$ cat src/hw/rtl/color_keyed_sprite_blit_macros.svh
// ----------------------------------------------------------------------------
// Assertion macros for the color-keyed sprite blitter
// Shared concurrent assertion forms, clocked on clk and disabled in reset.
// ----------------------------------------------------------------------------
`ifndef COLOR_KEYED_SPRITE_BLIT_MACROS_SVH
`define COLOR_KEYED_SPRITE_BLIT_MACROS_SVH

// Same-cycle implication checked at every rising edge outside reset.
`define CKB_ASSERT_NOW(label, ante, cons, msg) \
	label: assert property (@(posedge clk) disable iff (!arst_n) (ante) |-> (cons)) \
		else $error(msg);

// Next-cycle implication checked at every rising edge outside reset.
`define CKB_ASSERT_NEXT(label, ante, cons, msg) \
	label: assert property (@(posedge clk) disable iff (!arst_n) (ante) |=> (cons)) \
		else $error(msg);

`endif

$ cat src/hw/rtl/ckblit_pkg.sv
// ----------------------------------------------------------------------------
// ckblit_pkg
// Types, register indexes and helpers shared by the sprite blitter files.
// ----------------------------------------------------------------------------
`default_nettype none

package ckblit_pkg;

	// Configuration port address width: eight word registers.
	localparam int CFG_ADDR_W = 5;

	// Register indexes, in register map order.
	typedef enum logic [2:0] {
		REG_DEST_X     = 3'd0,
		REG_DEST_Y     = 3'd1,
		REG_SRC_STRIDE = 3'd2,
		REG_SRC_OFF_X  = 3'd3,
		REG_SRC_OFF_Y  = 3'd4,
		REG_RECT_W     = 3'd5,
		REG_RECT_H     = 3'd6,
		REG_KEY_COLOR  = 3'd7
	} reg_idx_t;

	// Current blit configuration as seen by the datapath.
	typedef struct packed {
		logic [11:0] dest_x;
		logic [11:0] dest_y;
		logic [11:0] src_stride;
		logic [11:0] src_off_x;
		logic [11:0] src_off_y;
		logic [8:0]  rect_w;
		logic [8:0]  rect_h;
		logic [15:0] key_color;
	} cfg_t;

	// Reset values of the registers.
	localparam logic [11:0] DEST_X_RST     = 12'd0;
	localparam logic [11:0] DEST_Y_RST     = 12'd0;
	localparam logic [11:0] SRC_STRIDE_RST = 12'd1;
	localparam logic [11:0] SRC_OFF_X_RST  = 12'd0;
	localparam logic [11:0] SRC_OFF_Y_RST  = 12'd0;
	localparam logic [8:0]  RECT_W_RST     = 9'd1;
	localparam logic [8:0]  RECT_H_RST     = 9'd1;
	localparam logic [15:0] KEY_COLOR_RST  = 16'hF81F;

	// Largest window side in pixels.
	localparam logic [8:0] RECT_MAX = 9'd256;

	// A window side of zero acts as one, and anything above the maximum as the maximum.
	function automatic logic [8:0] clamp_size(input logic [8:0] v);
		logic [8:0] r;
		if (v == 9'd0) begin
			r = 9'd1;
		end else if (v > RECT_MAX) begin
			r = RECT_MAX;
		end else begin
			r = v;
		end
		return r;
	endfunction

endpackage

`default_nettype wire

$ cat src/hw/rtl/ckblit_regs.sv
// ----------------------------------------------------------------------------
// ckblit_regs
// APB-style configuration registers of the sprite blitter, with read back.
// ----------------------------------------------------------------------------
`default_nettype none

module ckblit_regs (
	input  wire logic                             clk,
	input  wire logic                             arst_n,
	input  wire logic                             psel,
	input  wire logic                             penable,
	input  wire logic                             pwrite,
	input  wire logic [ckblit_pkg::CFG_ADDR_W-1:0] paddr,
	input  wire logic [31:0]                      pwdata,
	output logic      [31:0]                      prdata,
	output logic                                  pready,
	output ckblit_pkg::cfg_t                      cfg
);
	import ckblit_pkg::*;

	cfg_t     cfg_q;
	reg_idx_t idx;
	logic     wr_en;

	assign idx    = reg_idx_t'(paddr[CFG_ADDR_W-1:2]);
	assign wr_en  = psel && penable && pwrite;
	assign pready = 1'b1;
	assign cfg    = cfg_q;

	// Register writes complete in the access phase.
	always_ff @(posedge clk or negedge arst_n) begin
		if (!arst_n) begin
			cfg_q.dest_x     <= DEST_X_RST;
			cfg_q.dest_y     <= DEST_Y_RST;
			cfg_q.src_stride <= SRC_STRIDE_RST;
			cfg_q.src_off_x  <= SRC_OFF_X_RST;
			cfg_q.src_off_y  <= SRC_OFF_Y_RST;
			cfg_q.rect_w     <= RECT_W_RST;
			cfg_q.rect_h     <= RECT_H_RST;
			cfg_q.key_color  <= KEY_COLOR_RST;
		end else if (wr_en && pready) begin
			unique case (idx)
				REG_DEST_X:     cfg_q.dest_x     <= pwdata[11:0];
				REG_DEST_Y:     cfg_q.dest_y     <= pwdata[11:0];
				REG_SRC_STRIDE: cfg_q.src_stride <= pwdata[11:0];
				REG_SRC_OFF_X:  cfg_q.src_off_x  <= pwdata[11:0];
				REG_SRC_OFF_Y:  cfg_q.src_off_y  <= pwdata[11:0];
				REG_RECT_W:     cfg_q.rect_w     <= pwdata[8:0];
				REG_RECT_H:     cfg_q.rect_h     <= pwdata[8:0];
				REG_KEY_COLOR:  cfg_q.key_color  <= pwdata[15:0];
			endcase
		end
	end

	// Read back the addressed register, zero extended.
	always_comb begin
		unique case (idx)
			REG_DEST_X:     prdata = {20'd0, cfg_q.dest_x};
			REG_DEST_Y:     prdata = {20'd0, cfg_q.dest_y};
			REG_SRC_STRIDE: prdata = {20'd0, cfg_q.src_stride};
			REG_SRC_OFF_X:  prdata = {20'd0, cfg_q.src_off_x};
			REG_SRC_OFF_Y:  prdata = {20'd0, cfg_q.src_off_y};
			REG_RECT_W:     prdata = {23'd0, cfg_q.rect_w};
			REG_RECT_H:     prdata = {23'd0, cfg_q.rect_h};
			REG_KEY_COLOR:  prdata = {16'd0, cfg_q.key_color};
		endcase
	end

endmodule

`default_nettype wire

$ cat src/hw/rtl/color_keyed_sprite_blit.sv
// ----------------------------------------------------------------------------
// color_keyed_sprite_blit: color-keyed, clipped sprite copy to a canvas
// Output: each result is registered and valid in the cycle after its pixel request is accepted.
// Throughput: one pixel per clock while results are not stalled, held by the single result register.
// Reset: counters to zero, registers to defaults, result register empty.
// ----------------------------------------------------------------------------
`default_nettype none
`include "color_keyed_sprite_blit_macros.svh"

module color_keyed_sprite_blit #(
	parameter int CANVAS_W = 320,
	parameter int CANVAS_H = 240
) (
	input  wire logic                             clk,
	input  wire logic                             arst_n,
	// Configuration port
	input  wire logic                             psel,
	input  wire logic                             penable,
	input  wire logic                             pwrite,
	input  wire logic [ckblit_pkg::CFG_ADDR_W-1:0] paddr,
	input  wire logic [31:0]                      pwdata,
	output logic      [31:0]                      prdata,
	output logic                                  pready,
	// Source pixel requests
	input  wire logic                             in_valid,
	output logic                                  in_ready,
	input  wire logic [15:0]                      pixel_color,
	// Destination write requests
	output logic                                  out_valid,
	input  wire logic                             out_ready,
	output logic signed [12:0]                    write_x,
	output logic signed [12:0]                    write_y,
	output logic      [15:0]                      write_color,
	output logic                                  write_enable,
	output logic      [23:0]                      next_src_index,
	output logic                                  last
);
	import ckblit_pkg::*;

	localparam logic signed [12:0] CanvasWS = 13'(CANVAS_W);
	localparam logic signed [12:0] CanvasHS = 13'(CANVAS_H);

	cfg_t cfg;

	ckblit_regs u_regs (
		.clk     (clk),
		.arst_n  (arst_n),
		.psel    (psel),
		.penable (penable),
		.pwrite  (pwrite),
		.paddr   (paddr),
		.pwdata  (pwdata),
		.prdata  (prdata),
		.pready  (pready),
		.cfg     (cfg)
	);

	logic [7:0]        col_q;
	logic [7:0]        row_q;
	logic              accept;
	logic [8:0]        wend;
	logic [8:0]        hend;
	logic [8:0]        col_inc;
	logic [8:0]        row_inc;
	logic              wrap_col;
	logic              wrap_row;
	logic [7:0]        ncol;
	logic [7:0]        nrow;
	logic [12:0]       src_row;
	logic [24:0]       row_base;
	logic [23:0]       idx;
	logic signed [12:0] wx;
	logic signed [12:0] wy;
	logic              in_canvas;
	logic              en;

	// The result register frees up whenever its request is being taken.
	assign in_ready = !out_valid || out_ready;
	assign accept   = in_valid && in_ready;

	// Window position stepping in raster order.
	always_comb begin
		wend     = clamp_size(cfg.rect_w);
		hend     = clamp_size(cfg.rect_h);
		col_inc  = {1'b0, col_q} + 9'd1;
		row_inc  = {1'b0, row_q} + 9'd1;
		wrap_col = col_inc >= wend;
		wrap_row = wrap_col && (row_inc >= hend);
		ncol     = wrap_col ? 8'd0 : col_inc[7:0];
		if (!wrap_col) begin
			nrow = row_q;
		end else if (wrap_row) begin
			nrow = 8'd0;
		end else begin
			nrow = row_inc[7:0];
		end
	end

	// Sheet index of the next pixel to fetch, modulo 2^24.
	always_comb begin
		src_row  = {1'b0, cfg.src_off_y} + {5'd0, nrow};
		row_base = src_row * cfg.src_stride;
		idx      = row_base[23:0] + {12'd0, cfg.src_off_x} + {16'd0, ncol};
	end

	// Destination position, clipping and the color key test.
	always_comb begin
		wx        = $signed({cfg.dest_x[11], cfg.dest_x}) + $signed({5'd0, col_q});
		wy        = $signed({cfg.dest_y[11], cfg.dest_y}) + $signed({5'd0, row_q});
		in_canvas = !wx[12] && (wx < CanvasWS) && !wy[12] && (wy < CanvasHS);
		en        = in_canvas && (pixel_color != cfg.key_color);
	end

	// Column and row counters.
	always_ff @(posedge clk or negedge arst_n) begin
		if (!arst_n) begin
			col_q <= 8'd0;
			row_q <= 8'd0;
		end else if (accept) begin
			col_q <= ncol;
			row_q <= nrow;
		end
	end

	// Result valid flag.
	always_ff @(posedge clk or negedge arst_n) begin
		if (!arst_n) begin
			out_valid <= 1'b0;
		end else if (in_ready) begin
			out_valid <= in_valid;
		end
	end

	// Result payload.
	always_ff @(posedge clk) begin
		if (accept) begin
			write_x        <= wx;
			write_y        <= wy;
			write_color    <= pixel_color;
			write_enable   <= en;
			next_src_index <= idx;
			last           <= wrap_row;
		end
	end

	// The window's final pixel leaves both counters at the window start.
	`CKB_ASSERT_NEXT(a_last_wraps, accept && wrap_row, col_q == 8'd0 && row_q == 8'd0, "counters not cleared after last pixel")
	// An enabled write never lands at a negative canvas position.
	`CKB_ASSERT_NOW(a_en_clipped, out_valid && write_enable, !write_x[12] && !write_y[12], "enabled write outside canvas")
	// A result that is still waiting blocks new pixel requests.
	`CKB_ASSERT_NOW(a_stall_blocks, out_valid && !out_ready, !accept, "pixel accepted over a stalled result")

endmodule

`default_nettype wire

$ cat config.mk
export PLATFORM = sky130hd
export DESIGN_NAME = color_keyed_sprite_blit
export DESIGN_NICKNAME = d
export VERILOG_FILES = /design/src/hw/rtl/ckblit_pkg.sv /design/src/hw/rtl/ckblit_regs.sv /design/src/hw/rtl/color_keyed_sprite_blit.sv
export VERILOG_INCLUDE_DIRS = /design/src /design/src/hw/rtl
export SDC_FILE = /design/constraint.sdc
export NUM_CORES = 1
export LEC_CHECK = 0
export BUFFER_PORTS_ARGS = -buffer_cell sky130_fd_sc_hd__buf_4
export CORE_ASPECT_RATIO = 1.4
export CORE_MARGIN = 2
export CORE_UTILIZATION = 55
export CTS_BUF_LIST = sky130_fd_sc_hd__clkbuf_8 sky130_fd_sc_hd__clkbuf_16
export DETAILED_ROUTE_END_ITERATION = 6
export MAX_ROUTING_LAYER = met4
export PLACE_DENSITY = 0.79
export SYNTH_ARGS = -nofsm -noshare
export SYNTH_HDL_FRONTEND = slang
export SYNTH_HIERARCHICAL = 1
export SYNTH_SLANG_ARGS = --single-unit
$ cat constraint.sdc
create_clock -name clk -period 9.6 [get_ports clk]
set_input_delay 1.92 -clock clk [delete_from_list [all_inputs] [get_ports clk]]
set_output_delay 1.92 -clock clk [all_outputs]
set_load 0.01 [all_outputs]
After elaboration in Yosys (flattened, before gate mapping). Cells that the tools add are included.

Output and inout bits: 103. Word-level logic and storage cells: 70. Bits of input ports: 60. Register bits after elaboration: 179.

Magnitude comparators: 6. Reduce and logical (&&, ||, !) cells: 23. Multipliers: 1. $add $sub $neg: 7. Muxes and demuxes: 8. Equal/unequal tests: 8.

Operator list (number): 32-bit case mux with 8 select lines (1); 9-bit two-way mux (4); 12-bit by 9-bit adder with 13-bit output (2); 24-bit by 12-bit adder with 24-bit output (1); 24-bit by 8-bit adder with 24-bit output (1); 13-bit by 12-bit multiplier with 24-bit output (1); 8-bit two-way mux (3); 8-bit by 1-bit adder with 9-bit output, second input constant (2); 9-bit >= comparator (2); 9-bit greater-than comparator, second input constant (2); 9-bit logical NOT (2); 16-bit != test (1); 2-bit AND reduction (8); 12-bit by 8-bit adder with 13-bit output (1); 13-bit by 10-bit < comparator with 1-bit output, second input constant (1); 13-bit by 9-bit < comparator with 1-bit output, second input constant (1); 3-bit equality test, second input constant (4); 1-bit logical AND (8); 3-bit by 2-bit equality test with 1-bit output, second input constant (2); 3-bit by 1-bit equality test with 1-bit output, second input constant (1); 1-bit logical NOT (3); 3-bit logical NOT (1); 1-bit logical OR (1).

Depth between registers and ports, before layout. Gate-level depths: netlist of the first run.

Word-level depth: 11. Gate-level depth with buffers: 43. Mapped depth without buffers: 40.

Modules after synthesis. Netlist of the first run, hierarchy kept.

By module, submodules not included: color_keyed_sprite_blit (cells each 1129, sequential area each 2467.4 µm², area each 10930.5 µm², times used 1); ckblit_regs (cells each 324, sequential area each 2368.5 µm², area each 4533.1 µm², times used 1).

Worst setup path before layout of the first run. Ideal clock, no wire load.

Path kind: flip-flop to flip-flop. From: reg col_q[0]. To: reg next_src_index[22] (data pin). Setup slack: 0.461 ns. Stages on the path, launching flop included: 44. Buffers on the path: 3. Library setup time: 0.262 ns. Period minus slack after synthesis: 9.139 ns. Data arrival time: 8.876 ns. Data required time: 9.338 ns. Cell sequence: dfrtp_1 > ha_1 > nand3_1 > nor2_1 > xor2_1 > ha_1 > and3_1 > a211oi_1 > o21ai_1 > a31oi_1 > o21ba_1 > clkbuf_1 > buf_2 > nand2_1 > o21ai_0 > ha_1 > a21o_1 > a21o_1 > (+8 left out) > fa_1 > inv_1 > fa_1 > inv_1 > fa_1 > inv_1 > fa_1 > inv_1 > fa_1 > inv_1 > ha_1 > a2111oi_0 > o21ai_1 > nand3_1 > nand2_1 > a211oi_1 > o21bai_1 > xor2_1.

Cells in the longest elaborated chain, start to end: 9. Elaborated cells between the ends (all ways): 10. Those cells by class: 4 x add/sub; 1 x mul; 1 x order compare; 3 x mux; 1 x reduce/logical.

RTL lines: from (decl) (line color_keyed_sprite_blit.sv:58) `logic [7:0] col_q;`; from (signal assigned) (line color_keyed_sprite_blit.sv:120) `col_q <= ncol;`; 8-bit by 1-bit adder with 9-bit output (*) (line color_keyed_sprite_blit.sv:85) `col_inc = {1'b0, col_q} + 9'd1;`; 9-bit >= comparator (*) (line color_keyed_sprite_blit.sv:87) `wrap_col = col_inc >= wend;`; 1-bit logical AND (line color_keyed_sprite_blit.sv:88) `wrap_row = wrap_col && (row_inc >= hend);`; 8-bit two-way mux (line color_keyed_sprite_blit.sv:92) `end else if (wrap_row) begin`; 8-bit two-way mux (*) (line color_keyed_sprite_blit.sv:90) `if (!wrap_col) begin`; via nrow[1] (line color_keyed_sprite_blit.sv:68) `logic [7:0] nrow;`; 12-bit by 8-bit adder with 13-bit output (*) (line color_keyed_sprite_blit.sv:101) `src_row = {1'b0, cfg.src_off_y} + {5'd0, nrow};`; 13-bit by 12-bit multiplier with 24-bit output (*) (line color_keyed_sprite_blit.sv:102) `row_base = src_row * cfg.src_stride;`; 24-bit by 12-bit adder with 24-bit output (*) (line color_keyed_sprite_blit.sv:103) `idx = row_base[23:0] + {12'd0, cfg.src_off_x} + {16'd0, ncol};`; 24-bit by 8-bit adder with 24-bit output (*) (line color_keyed_sprite_blit.sv:103); via idx[22] (line color_keyed_sprite_blit.sv:71) `logic [23:0] idx;`; to (signal assigned) (line color_keyed_sprite_blit.sv:141) `next_src_index <= idx;`; to (decl) (line color_keyed_sprite_blit.sv:35) `output logic [23:0] next_src_index,`.

Mark *: on every way through the listed nets, which the timed path passes. The rest lies on a longest branch. A chain may end at the register's enable or synchronous reset.

Worst setup path in the final report of the first run. Same ends and word-level chain as after synthesis.

==> results of run 1 <==
[routing by layer]
layer  track usage  up-vias
li1              -     5194
met1         0.307     5648
met2         0.474      368
met3        0.0366      114
met4         0.165        0
met5             -        -
[stage by stage]
| stage | setup TNS, ns | utilization | hold WS, ns |
|---|---|---|---|
| floorplan | 0 | - | 0.489 |
| global placement | 0 | 0.615 | 0.516 |
| detailed placement | 0 | 0.615 | 0.536 |
| CTS | 0 | 0.639 | 0.553 |
| global route | -0.411 | 0.642 | 0.568 |
| finish | 0 | 0.642 | 0.553 |
[report_power, final]
group	total, uW	internal (uW)	switching [uW]
logic	5140	2400	2730
registers	1340	1150	187
clock network	777	408	369
total	7250	3970	3290
[area by class of cell]
| type | instances | area (um2) | share of cell area |
|---|---|---|---|
| well taps | 370 | 463 | 0.0261 |
| multi-input cells | 1039 | 9700 | 0.547 |
| clock inverters | 15 | 224 | 0.0126 |
| inverters | 182 | 684 | 0.0386 |
| repair buffers | 187 | 1400 | 0.0791 |
| flip-flops and latches | 179 | 4840 | 0.273 |
| clock buffers | 17 | 425 | 0.0240 |
[sequential cells by signal, indices dropped and copies added, names as in the netlist]
name / cells
u_regs/cfg: 94
next_src_index: 24
write_color: 16
write_x: 13
write_y: 13
col_q: 8
row_q: 8
last: 1
out_valid: 1
write_enable: 1
[cells by family (layout without fill, tap and decap cells)]
kind of cell | Yosys count | after routing
other | 2 | 17
AO/OA/AOI/OAI | 197 | 197
AND/OR/NAND/NOR | 353 | 353
adder cells (fa/ha/maj) | 260 | 260
XOR/XNOR | 82 | 82
multiplexers | 130 | 130
flip-flops | 179 | 179
buffers and inverters | 250 | 401
[path summary, 6_finish.rpt]
| path | start | endpoint |
|---|---|---|
| setup / recovery | col_q[0] | next_src_index[22] |
| hold / removal | u_regs/cfg[57] | u_regs/cfg[57] |
| setup reg to reg | col_q[0] | next_src_index[22] |
| hold reg to reg | u_regs/cfg[57] | u_regs/cfg[57] |
| max in group asynchronous | arst_n | u_regs/cfg[79] |
| min in group asynchronous | arst_n | col_q[2] |
[Yosys cell counts, types with 3 or more instances]
cell / n
a41oi_1: 3
a21oi_1: 41
buf_2: 11
a22o_1: 5
clkbuf_1: 33
xnor2_1: 55
mux2_4: 10
fa_1: 128
edfxtp_1: 68
buf_4: 22
o21a_1: 6
dfstp_2: 13
o211ai_1: 10
a31oi_1: 5
nor2_2: 3
nand2b_1: 14
o22ai_1: 10
nand4_1: 4
a21o_1: 12
mux2_2: 78
a211oi_1: 18
nand3_1: 21
o22a_1: 9
ha_1: 132
and2_1: 90
o21ai_1: 19
nor3b_1: 11
dfrtp_1: 98
o21ai_0: 24
nor3_1: 10
mux2i_1: 30
nor2b_1: 13
nor4_1: 5
xor2_1: 27
nand2_1: 115
nor2_1: 38
o2bb2ai_1: 6
and3_1: 17
mux2_1: 10
o21bai_1: 5
inv_1: 180
a21boi_0: 3
[what timing repair did]
action / 4_1_cts / 5_1_grt
setup endpoints to repair: 0 / 12
buffers inserted: 0 / 1
hold endpoints to repair: 0 / 0
resized for setup: 0 / 18
==> flow_metrics.env, run 1 <==
export IMPL_outcome="completed"
export IMPL_final_cell_mix="buf_4 (187), inv_1 (179), ha_1 (131), fa_1 (128), nand2_1 (114)"
export IMPL_num_nets_final=1926
export IMPL_slew_limit_headroom=0.0847
export IMPL_fin_area_mm2=0.0177
export IMPL_highest_layer="met4"
export IMPL_max_freq_ghz=0.108
export IMPL_yosys_area_share_xor_xnor=0.0464
export IMPL_synth_compound_area_frac=0.0850
export IMPL_ff2ff_path_depth=40
export IMPL_vias_per_cell=5.69
export IMPL_cp_top_family="adder cells"
export IMPL_setup_viol=0
export IMPL_vias=11324
export IMPL_cts_buffer_depth=2
export IMPL_synthAdderAreaFrac=0.273
export IMPL_die_h_um=202
export IMPL_grt_max_degree=75
export IMPL_grt_pass1_wl_um=61500
export IMPL_drtIter0Drc=735
export IMPL_slowest_delay_ns=0.52
export IMPL_yosysTopAreaCell="fa_1"
export IMPL_die_x_um=146
export IMPL_dr_wl_met3_um=1590
export IMPL_placedCellCount=1956
export IMPL_ys_flop_type="dfrtp_1"
export IMPL_postSynth_asyncResetShare=0.620
export IMPL_arrival_ns=9.44
export IMPL_layout_drive_gt1_share=0.216
export IMPL_syn_area_mm2=0.0155
export IMPL_gr_total_overflow=0
export IMPL_power_leakage_uw=0.00861
export IMPL_cts_buffers=17
export IMPL_ys_types=71
export IMPL_synth_warnings=6
export IMPL_final_fill_count=2178
export IMPL_synth_top_area_share=0.166
export IMPL_grt_pass1_vias=11772
export IMPL_die_area_mm2=0.0295
export IMPL_drv_slew=0
export IMPL_tightest_slew_ns=1.37
export IMPL_fin_worst_skew_ns=0.0121
export IMPL_ys_seq_area_frac=0.313
export IMPL_synth_top_family_by_area="adder cells"
export IMPL_first_pass_iters=5
export IMPL_hold_buffers=0
export IMPL_critPathRequiredTime_ns=9.82
export IMPL_clk_pin_slew_ns=0.08
export IMPL_drt_wl_total_um=38700
export IMPL_critical_path_most_common_cell="fa_1"
export IMPL_slowest_stage="fa_1"
export IMPL_hold_depth=1
export IMPL_antenna_found_initial=0
export IMPL_gp_congestion=1.01
export IMPL_clk_latency_ns=0.46
export IMPL_wl_met2_um=20300
export IMPL_startpoint_type="register"
export IMPL_wl_per_cell_um=19.5
export IMPL_finalPower_uw=7250
export IMPL_htree_levels=4
export IMPL_synth_edf_count=68
export IMPL_ff2ff_setup_slack_ns=0.38
export IMPL_vdd_drop_max_uv=361
export IMPL_port_buffers=127
export IMPL_diodes=0
export IMPL_powerDensity_mw_per_mm2=409
export IMPL_hold_viol=0
export IMPL_track_usage=0.276
export IMPL_hold_path_class="register to register"
export IMPL_place_detailed_hpwl_um=30200
export IMPL_area_growth_pct=14.7
export IMPL_finalCritPeriodShare=0.960
export IMPL_path_buf_inv=8
export IMPL_critical_path_cell_count=40
export IMPL_ant_nets=0
export IMPL_critPathMaxFanout=11
export IMPL_period_minus_slack_ns=9.22
export IMPL_synth_cells=1453
export IMPL_clkSinkCount=179
export IMPL_ys_ff_latch=179
export IMPL_final_common_cell="buf_4"
export IMPL_synthMuxAreaShare=0.0961
export IMPL_cts_tree="yes"
export IMPL_ios=163
export IMPL_instances_no_fill=1989
export IMPL_drv_cap=0
export IMPL_start_util=0.559
export IMPL_root_buffer="clkbuf_16"
export IMPL_worst_setup_path_type="register to register"
export IMPL_row_count=72
export IMPL_fin_ws_ns=0.381
export IMPL_met1_length_um=14500
export IMPL_endpoint_kind="register"
export IMPL_coreArea_mm2=0.0277
export IMPL_pre_cts_slack_ns=0.256
export IMPL_placed_area_mm2=0.0170
export IMPL_syn_area_per_cell_um2=10.6
export IMPL_yosys_area_share_simple=0.119
export IMPL_drcViolationCount=0
export IMPL_synth_top_cells_by_area="fa_1 (17%), dfrtp_1 (16%), edfxtp_1 (13%), ha_1 (11%), mux2_2 (5.7%)"
No activity file was read; power rests on OpenSTA's default activity.
==> run 2: changes to the inputs <==
--- a/config.mk
+++ b/config.mk
@@ -14,7 +14,10 @@
 export DETAILED_ROUTE_END_ITERATION = 6
 export MAX_ROUTING_LAYER = met4
 export PLACE_DENSITY = 0.79
+export RECOVER_POWER = 25
+export SLEW_MARGIN = 40
 export SYNTH_ARGS = -nofsm -noshare
 export SYNTH_HDL_FRONTEND = slang
 export SYNTH_HIERARCHICAL = 1
 export SYNTH_SLANG_ARGS = --single-unit
+export TNS_END_PERCENT = 10
==> flow_metrics.env, run 2 (same netlist as run 1, synthesis figures left out) <==
export IMPL_vias_per_cell=5.68
export IMPL_critPathRequiredTime_ns=9.82
export IMPL_fin_area_mm2=0.0177
export IMPL_met1_length_um=14500
export IMPL_fin_hold_ws_ns=0.558
export IMPL_slowest_stage="fa_1"
export IMPL_r2r_start="col_q[0]"
export IMPL_wl_per_cell_um=19.4
export IMPL_cts_tree="yes"
export IMPL_diodes=0
export IMPL_max_freq_ghz=0.109
export IMPL_num_nets_final=1926
export IMPL_slew_limit_headroom=0.431
export IMPL_drtIter0Drc=655
export IMPL_clk_latency_ns=0.47
export IMPL_clkSinkCount=179
export IMPL_area_growth_pct=14.6
export IMPL_dr_wl_met3_um=1540
export IMPL_finalCritPeriodShare=0.952
export IMPL_clk_pin_slew_ns=0.08
export IMPL_final_common_cell="buf_4"
export IMPL_p_sw_uw=3290
export IMPL_hold_viol=0
export IMPL_cp_top_family="adder cells"
export IMPL_slowest_delay_ns=0.53
export IMPL_arrival_ns=9.36
export IMPL_multi_input_area_mm2=0.00973
export IMPL_min_from="u_regs/cfg[37]"
export IMPL_htree_levels=4
export IMPL_root_buffer="clkbuf_16"
export IMPL_outcome="completed"
export IMPL_ios=163
export IMPL_rsz0062_at_grt="true"
export IMPL_gr_total_overflow=0
export IMPL_tightest_slew_ns=0.853
export IMPL_power_frac_comb=0.713
export IMPL_hold_buffers=0
export IMPL_startpoint_type="register"
export IMPL_antenna_found_initial=0
export IMPL_drt_wl_total_um=38500
export IMPL_gp_congestion=1.01
export IMPL_first_pass_iters=5
export IMPL_largest_reg_flops=94
export IMPL_reg2reg_to="next_src_index[22]"
export IMPL_die_x_um=146
export IMPL_hold_path_class="register to register"
export IMPL_grt_pass1_vias=11736
export IMPL_row_count=72
export IMPL_hold_depth=1
export IMPL_coreArea_mm2=0.0277
export IMPL_die_area_mm2=0.0295
export IMPL_whs_endpoint="u_regs/cfg[37]"
export IMPL_wl_met2_um=20500
export IMPL_fin_setup_tns_ns=0
export IMPL_final_cell_mix="buf_4 (186), inv_1 (179), ha_1 (130), fa_1 (128), nand2_1 (114)"
export IMPL_track_usage=0.273
export IMPL_fin_worst_skew_ns=0.0115
export IMPL_powerDensity_mw_per_mm2=407
export IMPL_drv_slew=0
export IMPL_placed_area_mm2=0.0170
export IMPL_power_leakage_uw=0.00859
export IMPL_vdd_drop_max_uv=366
export IMPL_final_fill_count=2196
export IMPL_clockPowerShare=0.101
export IMPL_path_buf_inv=4
export IMPL_vias=11301
export IMPL_start_util=0.559
export IMPL_ff2ff_path_depth=37
export IMPL_regArea_mm2=0.00484
export IMPL_switching_share=0.456
export IMPL_place_detailed_hpwl_um=30200
export IMPL_setup_viol=0
export IMPL_drv_cap=0
export IMPL_cts_buffers=17
export IMPL_die_h_um=202
export IMPL_period_minus_slack_ns=9.14
export IMPL_grt_pass1_wl_um=60800
export IMPL_grt_max_degree=75
export IMPL_worst_setup_path_type="register to register"
export IMPL_ff2ff_setup_slack_ns=0.46
export IMPL_drcViolationCount=0
export IMPL_critPathMaxFanout=15
export IMPL_port_buffers=127
export IMPL_internal_power_uw=3930
export IMPL_cts_buffer_depth=2
export IMPL_endpoint_kind="register"
export IMPL_highest_layer="met4"
export IMPL_layout_drive_gt1_share=0.219
export IMPL_pwr_share_seq=0.186
export IMPL_ant_nets=0
## run 2: timing repair
item / CTS / global route
setup buffers: 0 / 1
gates resized for setup: 0 / 20
setup endpoints to repair: 0 / 12
## run 2: worst max path at each step
stage          slack [ns]  cells past startpoint      from                  to
6_report             0.46                     37  col_q[0]  next_src_index[22]
5_1_grt             -0.03                     39  col_q[0]  next_src_index[20]
4_1_cts              0.23                     39  col_q[0]  next_src_index[23]
3_5_place_dp         0.25                     40  col_q[0]  next_src_index[22]
3_3_place_gp         0.39                     39  row_q[1]  next_src_index[20]
2_1_floorplan        0.46                     43  col_q[0]  next_src_index[22]
## run 2: area by class of cell
class | count | area share
multi-input cells | 1039 | 0.549
flip-flops and latches | 179 | 0.273
repair buffers | 187 | 0.0794
inverters | 182 | 0.0386
well taps | 370 | 0.0261
clock buffers | 17 | 0.0240
clock inverters | 15 | 0.00996
## run 2: metrics by stage
| step | utilization | setup WS (ns) | total power (uW) | cells |
|---|---|---|---|---|
| 6_report | 0.641 | 0.457 | 7210 | 1989 |
| 5_1_grt | 0.641 | -0.0301 | 7930 | 1989 |
| 4_1_cts | 0.638 | 0.226 | 7150 | 1988 |
| 3_5_place_dp | 0.616 | 0.254 | 6410 | 1956 |
| 3_3_place_gp | 0.615 | 0.390 | 6240 | 1956 |
| 2_1_floorplan | - | 0.461 | 4640 | 1468 |
## run 2: worst register-to-register path, delay by kind of cell, from the launching register on
family,cells,cell delay [ns]
buf+inv,4,0.69
xor+xnor,3,0.67
simple gates,4,0.54
fa+ha+maj,10,3.91
compound gates,16,2.74
flops,1,0.35
## run 2: power groups by stage
stage	clock [uW]	sequential (uW)	combinational, uW
3_3_place_gp	0	1350	4890
6_report	728	1340	5140
4_1_cts	734	1340	5080
5_1_grt	759	1360	5810
3_5_place_dp	0	1350	5060
2_1_floorplan	0	1310	3330
## run 2: layer usage
metal  track usage  vias to the layer above
li1              -                     5190
met1         0.305                     5679
met2         0.478                      331
met3        0.0341                      101
met4         0.144                        0
met5             -                        -
